[config.mk]
export PLATFORM = sky130hd
export DESIGN_NAME = srvb_ctrl
export DESIGN_NICKNAME = d
export VERILOG_FILES = /design/src/rtl/srvb_pkg.sv /design/src/rtl/srvb_ctrl.sv
export SDC_FILE = /design/constraint.sdc
export NUM_CORES = 1
export LEC_CHECK = 0
export BUFFER_PORTS_ARGS = -buffer_cell sky130_fd_sc_hd__buf_2
export CAP_MARGIN = 10
export CORE_AREA = 3 3 40 42
export CTS_CLUSTER_SIZE = 40
export DETAILED_ROUTE_END_ITERATION = 8
export DIE_AREA = 0 0 43 45
export GPL_TIMING_DRIVEN = 0
export PLACE_DENSITY = 0.75
export SLEW_MARGIN = 20
export SYNTH_ARGS = -nofsm -noshare
export SYNTH_HDL_FRONTEND = slang
export SYNTH_SLANG_ARGS = --single-unit
export TNS_END_PERCENT = 20
[constraint.sdc]
create_clock -name clk -period 3.86 [get_ports clk]
set_clock_uncertainty 0.05 [all_clocks]
set_input_delay 0.772 -clock clk [delete_from_list [all_inputs] [get_ports clk]]
set_output_delay 0.772 -clock clk [all_outputs]
set_load 0.02 [all_outputs]
[src/rtl/srvb_pkg.sv]
`timescale 1ns / 1ps
// ----------------------------------------------------------------------------
// srvb_pkg
// Shared types, constants and arithmetic helpers for the Schroeder reverb.
// ----------------------------------------------------------------------------
package srvb_pkg;

  localparam int SAMPLE_W    = 16;
  localparam int STORE_W     = 24;
  localparam int GAIN_W      = 16;
  localparam int DLY_W       = 13;
  localparam int DRY_W       = 17;
  localparam int PROD_W      = 41;
  localparam int RND_W       = 26;
  localparam int TERM_W      = 27;
  localparam int DIV_MULT_W  = 26;
  localparam int AP_GAIN_LSB = 26;

  localparam int COMB_COUNT_DEF    = 4;
  localparam int ALLPASS_COUNT_DEF = 2;
  localparam int DELAY_DEPTH_DEF   = 8192;

  localparam int CFG_IDX_W       = 2;
  localparam int CFG_DATA_W      = 64;
  localparam int COMB_DLY_REG_W  = 52;
  localparam int COMB_GAIN_REG_W = 64;
  localparam int AP_REG_W        = 58;

  localparam logic [CFG_IDX_W-1:0] CFG_COMB_DELAYS = 2'd0;
  localparam logic [CFG_IDX_W-1:0] CFG_COMB_GAINS  = 2'd1;
  localparam logic [CFG_IDX_W-1:0] CFG_AP_SETTINGS = 2'd2;

  localparam logic [COMB_DLY_REG_W-1:0]  COMB_DELAYS_RST = 52'd549822930945;
  localparam logic [COMB_GAIN_REG_W-1:0] COMB_GAINS_RST  = 64'd92325201131864392;
  localparam logic [AP_REG_W-1:0]        AP_SETTINGS_RST = 58'd1442581267357697;

  // Datapath operations, one per controller cycle
  typedef enum logic [3:0] {
    OP_NOP,
    OP_CLEAR,
    OP_LOAD,
    OP_C_RD,
    OP_C_MUL,
    OP_C_SUM,
    OP_C_WR,
    OP_MIX,
    OP_A_RD,
    OP_A_MULX,
    OP_A_MULO,
    OP_A_SUM,
    OP_A_WR,
    OP_MOD,
    OP_DIV_MUL,
    OP_DIV_OUT
  } dp_op_t;

  typedef enum logic [3:0] {
    ST_CLEAR,
    ST_IDLE,
    ST_C_RD,
    ST_C_MUL,
    ST_C_SUM,
    ST_C_WR,
    ST_C_MOD,
    ST_MIX,
    ST_A_RD,
    ST_A_MULX,
    ST_A_MULO,
    ST_A_SUM,
    ST_A_WR,
    ST_A_MOD,
    ST_D_MUL,
    ST_D_OUT
  } ctrl_state_t;

  typedef struct packed {
    dp_op_t op;
  } dp_cmd_t;

  typedef struct packed {
    logic clear_last;  // final word of the clearing sweep
    logic need_mod;    // head wrap needs the iterative remainder
    logic mod_last;    // final remainder step
    logic out_free;    // output register can take a beat
  } dp_sts_t;

  function automatic int min1_clog2(input int n);
    return (n > 1) ? $clog2(n) : 1;
  endfunction

  function automatic int idx_w(input int c, input int a);
    return min1_clog2((c > a) ? c : a);
  endfunction

  function automatic logic signed [STORE_W-1:0] sat_s24(input logic signed [31:0] v);
    if (v > 32'sd8388607) begin
      return 24'sh7FFFFF;
    end else if (v < -32'sd8388608) begin
      return 24'sh800000;
    end
    return v[STORE_W-1:0];
  endfunction

  function automatic logic signed [SAMPLE_W-1:0] sat_s16(input logic signed [31:0] v);
    if (v > 32'sd32767) begin
      return 16'sh7FFF;
    end else if (v < -32'sd32768) begin
      return 16'sh8000;
    end
    return v[SAMPLE_W-1:0];
  endfunction

  // Q1.15 gain product back to sample scale, round half up
  function automatic logic signed [RND_W-1:0] round_q15(input logic signed [PROD_W-1:0] p);
    logic signed [PROD_W-1:0] t;
    t = p + 41'sd16384;
    return t[PROD_W-1:15];
  endfunction

endpackage

[src/rtl/srvb_ctrl.sv]
`timescale 1ns / 1ps
// ----------------------------------------------------------------------------
// srvb_ctrl
// Sequencer: walks the combs, then the allpass chain, then the final scale.
// ----------------------------------------------------------------------------
module srvb_ctrl import srvb_pkg::*; #(
  parameter int COMB_COUNT    = COMB_COUNT_DEF,
  parameter int ALLPASS_COUNT = ALLPASS_COUNT_DEF,
  localparam int IW           = idx_w(COMB_COUNT, ALLPASS_COUNT)
) (
  input  logic          clk,
  input  logic          rst_n,
  input  logic          in_valid,
  output logic          in_ready,
  input  dp_sts_t       sts,
  output dp_cmd_t       cmd,
  output logic [IW-1:0] idx
);

  ctrl_state_t   state_r, state_nxt;
  logic [IW-1:0] idx_r, idx_nxt;

  always_ff @(posedge clk) begin
    if (!rst_n) begin
      state_r <= ST_CLEAR;
      idx_r   <= '0;
    end else begin
      state_r <= state_nxt;
      idx_r   <= idx_nxt;
    end
  end

  // Next state
  always_comb begin
    state_nxt = state_r;
    idx_nxt   = idx_r;
    unique case (state_r)
      ST_CLEAR: begin
        if (sts.clear_last) state_nxt = ST_IDLE;
      end
      ST_IDLE: begin
        if (in_valid) begin
          state_nxt = ST_C_RD;
          idx_nxt   = '0;
        end
      end
      ST_C_RD:  state_nxt = ST_C_MUL;
      ST_C_MUL: state_nxt = ST_C_SUM;
      ST_C_SUM: state_nxt = ST_C_WR;
      ST_C_WR, ST_C_MOD: begin
        if (state_r == ST_C_WR && sts.need_mod) begin
          state_nxt = ST_C_MOD;
        end else if (state_r == ST_C_WR || sts.mod_last) begin
          if (idx_r == IW'(COMB_COUNT - 1)) begin
            state_nxt = ST_MIX;
            idx_nxt   = '0;
          end else begin
            state_nxt = ST_C_RD;
            idx_nxt   = idx_r + 1'b1;
          end
        end
      end
      ST_MIX:    state_nxt = ST_A_RD;
      ST_A_RD:   state_nxt = ST_A_MULX;
      ST_A_MULX: state_nxt = ST_A_MULO;
      ST_A_MULO: state_nxt = ST_A_SUM;
      ST_A_SUM:  state_nxt = ST_A_WR;
      ST_A_WR, ST_A_MOD: begin
        if (state_r == ST_A_WR && sts.need_mod) begin
          state_nxt = ST_A_MOD;
        end else if (state_r == ST_A_WR || sts.mod_last) begin
          if (idx_r == IW'(ALLPASS_COUNT - 1)) begin
            state_nxt = ST_D_MUL;
            idx_nxt   = '0;
          end else begin
            state_nxt = ST_A_RD;
            idx_nxt   = idx_r + 1'b1;
          end
        end
      end
      ST_D_MUL: state_nxt = ST_D_OUT;
      ST_D_OUT: begin
        if (sts.out_free) state_nxt = ST_IDLE;
      end
      default: state_nxt = ST_CLEAR;
    endcase
  end

  // Outputs
  always_comb begin
    in_ready = 1'b0;
    cmd.op   = OP_NOP;
    unique case (state_r)
      ST_CLEAR:  cmd.op = OP_CLEAR;
      ST_IDLE: begin
        in_ready = 1'b1;
        cmd.op   = in_valid ? OP_LOAD : OP_NOP;
      end
      ST_C_RD:   cmd.op = OP_C_RD;
      ST_C_MUL:  cmd.op = OP_C_MUL;
      ST_C_SUM:  cmd.op = OP_C_SUM;
      ST_C_WR:   cmd.op = OP_C_WR;
      ST_C_MOD:  cmd.op = OP_MOD;
      ST_MIX:    cmd.op = OP_MIX;
      ST_A_RD:   cmd.op = OP_A_RD;
      ST_A_MULX: cmd.op = OP_A_MULX;
      ST_A_MULO: cmd.op = OP_A_MULO;
      ST_A_SUM:  cmd.op = OP_A_SUM;
      ST_A_WR:   cmd.op = OP_A_WR;
      ST_A_MOD:  cmd.op = OP_MOD;
      ST_D_MUL:  cmd.op = OP_DIV_MUL;
      ST_D_OUT:  cmd.op = sts.out_free ? OP_DIV_OUT : OP_NOP;
      default:   cmd.op = OP_NOP;
    endcase
  end

  assign idx = idx_r;

  a_one_item: assert property (@(posedge clk) disable iff (!rst_n)
    (in_valid && in_ready) |=> (!in_ready && state_r == ST_C_RD && idx_r == '0))
    else $error("item accepted without starting the comb walk at filter zero");

  a_mod_hold: assert property (@(posedge clk) disable iff (!rst_n)
    (cmd.op == OP_MOD && !sts.mod_last) |=> (cmd.op == OP_MOD && $stable(idx_r)))
    else $error("remainder left before its last step");

  a_clear_done: assert property (@(posedge clk) disable iff (!rst_n)
    (state_r == ST_CLEAR && sts.clear_last) |=> (state_r == ST_IDLE))
    else $error("clearing sweep did not hand over to idle");

endmodule

Word-level counts from Yosys, hierarchy flattened --
Index checks and enable logic that the tools add are counted.
Storage, ports and cells: register bits 6, bits of input ports 7, output and inout bits 7, word-level logic and storage cells 62
Cells by class: add/subtract/negate cells 1, equality and inequality tests 26, muxes and demuxes 22, reduce and logical (&&, ||, !) cells 11
Operators with widths (number):
- $pmux 4 s15 | 1
- $pmux 4 s14 | 1
- $eq 4x4->1 const B | 8
- $mux 4 | 8
- $eq 4x3->1 const B | 4
- $mux 2 | 8
- $ne 2x2->1 const B | 7
- $eq 4x2->1 const B | 2
- $mux 3 | 2
- $ne 3x3->1 const B | 2
- $pmux 2 s3 | 1
- $reduce_and 6->1 | 1
- $reduce_or 2->1 | 3
- $reduce_and 5->1 | 1
- $eq 4x1->1 const B | 1
- $logic_not 4->1 | 1
- $reduce_bool 3->1 | 1
- $add 2x1->2 const B | 1
- $eq 2x1->1 const B | 1
- $eq 2x2->1 const B | 1
- $logic_and 1x1->1 | 2
- $logic_or 1x1->1 | 2
- $mux 1 | 1

Depth between registers and ports, before layout --
word-level depth 5, gate-level depth with buffers 7, gate-level depth less buffers 7

Worst setup path after synthesis --
Ideal clock, no wire load.
path kind input port to output port, start point input port in_valid, end point output port cmd[1] (netlist name), arrival 1.339 ns, required time 3.038 ns, slack 1.699 ns, stages 4, path buffers 0, path through nor2_1 a21oi_1 o22ai_1 a21oi_1
RTL lines:
- start: declaration | RTL line srvb_ctrl.sv:13 | input logic in_valid,
- end: declaration | RTL line srvb_ctrl.sv:16 | output dp_cmd_t cmd,

==> reports/qor.yml <==
switchingPower_uw: 153
first_pass_iters: 4
cts_inserted_buffers: 3
clkPwrFrac_pct: 15.8
antenna_found_initial: 0
r2r-start: "state_r[1]$_SDFFE_PN0P_"
multi_input_area_um2: 463
slew_headroom_pct: 72.0
syn_area_um2: 642
synthTopCellsByArea: "dfxtp_1 19%, o21ai_0 11%, nand2_1 7.0%"
grt_first_pass_wirelength_mm: 2.70
grtUsageTotal_pct: 17.8
slowest_stage: "clkbuf_1"
pwr_density_cell_nw_per_um2: 475
h-tree-depth: 1
crit_top_cell: "o21ai_0"
synth_top_area_share_pct: 18.7
postCtsSetupRepairBufs: 0
fp.dieArea_um2: 1940
cp.arrival_ps: 1560
port_buffers: 12
leakage_uw: 0.000342
place_area_um2: 721
cts-resized-gates: 0
path_max_fanout: 10
finalPower_uw: 353
seq_area_um2: 120
postLayoutCellArea_um2: 743
crit_type: "register to output pin"
synth_seq_cells: 6
clock-sinks: 6
period_share_pct: 61.8
yosysWarnings: 0
overflow: 0
crit_start: "state_r[0]$_SDFFE_PN0P_"
grt_pass1_vias: 614
drt-wirelength-per-cell_um: 13.4
synth_cell_types: 37
root_buffer: "clkbuf_4"
first_iter_violations: 25
start_util_pct: 50.0
hold_viol_final: 0
holdWs_ps: 470
row_count: 13
setup_tns_ps: 0
synth_top_area_cell: "dfxtp_1"
worstSetupStartpointType: "register"
path_cells: "buf_6 -> clkbuf_1 -> nand2_1 -> o21ai_0 -> o21ai_0 -> buf_2"
end_kind: "output pin"
place_congestion: 0.854
syn2layout_area_growth_pct: 15.8
grt_max_degree: 11
via_per_inst: 5.88
drive_gt1_share_pct: 21.5
cts_tree: "done"
tightest_slew_ps: 420
hold_start: "idx[0]$_SDFFE_PN0P_"
cts-hold-fix-buffers: 0
peakVddDrop_uv: 333
vias: 717
cp_data_required_time_ps: 3040
seq_area_frac_synth_pct: 18.7
outcome: "finished clean"
die_w_um: 43
io_pins: 14
clk_pin_slew_ps: 50
core-area_um2: 1280
avgSynthCellArea_um2: 6.98
drc: 0
antenna_cells: 0
num-fill-cells: 129
period_minus_slack_ps: 2380
drt_wl_total_mm: 1.63
setup_violations: 0
layout.nets: 119
p_sw_share_pct: 43.3
p_int_uw: 200
cts_buffer_depth: 2
synth_cells: 92
drv_cap: 0
hp-class: "register to register"
critical_path.max_stage_delay_ps: 350
drtAntennaViolNets: 0
drv_slew: 0
clk_latency_ps: 240
comb_power_share_pct: 63.5
seq_power_share_pct: 20.7
synth_nets: 102
fmax_mhz: 419
die_y_um: 45
dp_hpwl_mm: 1.24
rsz0062_at_grt: "no"
[critical path: cells and delay by family (launching register included)]
kind                   cells  cell delay, ps
DFF                        1             320
AOI/OAI and AO/OA          2             260
and+or+nand+nor            1             110
buffers and inverters      3             640
[cell usage after synthesis (all sizes together)]
library cell and count:
nor2 6, o22ai 4, a21oi 2, nand2 12
or2 3, o221a 1, a31oi 1, o221ai 1
nand4 2, a2bb2oi 1, clkbuf 3, ha 3
a32oi 1, nor3 1, o311a 1, or3 2
inv 7, a21o 1, a22oi 1, nand3 1
and3b 1, nand2b 1, dfxtp 6, and3 1
mux2i 3, buf 3, a21boi 1, nor2b 3
and2 1, o21ai 15, o21bai 1, o22a 1
o2111ai 1
[final timing paths]
kind | slack, ps | cells after the start | end
setup / recovery | 1480 | 6 | cmd[2]
hold / removal | 470 | 2 | idx[0]$_SDFFE_PN0P_
setup reg to reg | 2220 | 5 | state_r[0]$_SDFFE_PN0P_
hold reg to reg | 470 | 2 | idx[0]$_SDFFE_PN0P_
[cell type report]
cell class,count,area share (%)
Clock buffer,3,3.03
Timing Repair Buffer,12,8.08
Inverter,7,3.54
Buffer,6,4.38
Sequential cell,6,16.2
Tap cell,15,2.53
Multi-Input combinational cell,73,62.3
[sequential cells by signal, summed over array words and instances (netlist names)]
name     cells
state_r      4
idx          2
[through the flow]
step / setup WS [ps] / util [%] / instances
4_1_cts: 1500 / 57.8 / 122
6_report: 1480 / 57.8 / 122
3_5_place_dp: 1520 / 56.1 / 119
2_1_floorplan: 1700 / - / 92
3_3_place_gp: 1540 / 56.1 / 119
5_1_grt: 1370 / 57.8 / 122
[kinds of logic after synthesis]
| logic type | share of synthesized area (%) |
|---|---|
| multiplexers | 4.68 |
| AND/OR/NAND/NOR | 27.3 |
| flip-flops | 18.7 |
| buffers and inverters | 9.16 |
| AO/OA/AOI/OAI | 34.3 |
| adder cells (fa/ha/maj) | 5.85 |
[metal layers]
layer | part of all wire [%] | vias up | track usage, %
met4 | 0 | 0 | 4.82
met5 | 0 | - | 0
met2 | 48 | 30 | 28.4
met1 | 44 | 323 | 24.4
li1 | - | 364 | -
met3 | 7.8 | 0 | 3.59
[power groups by stage]
stage          sequential (uW)  combinational, uW  clock, uW
2_1_floorplan             73.6                171          0
3_3_place_gp              73.8                220          0
3_5_place_dp              74.4                221          0
4_1_cts                   73.2                222       57.9
5_1_grt                   74.4                240       62.7
6_report                  73.1                224       55.6
[cells in the final DEF, fill, tap and decap left out, types with 2 or more instances in the layout]
cell type	instances
a21oi_1	2
buf_2	14
clkbuf_1	3
clkbuf_4	3
dfxtp_1	6
ha_1	3
inv_1	7
mux2i_1	3
nand2_1	12
nand4_1	2
nor2_1	6
nor2b_1	3
o21ai_0	14
o22ai_1	4
or2_2	2
Power figures use the tool's default switching activity.
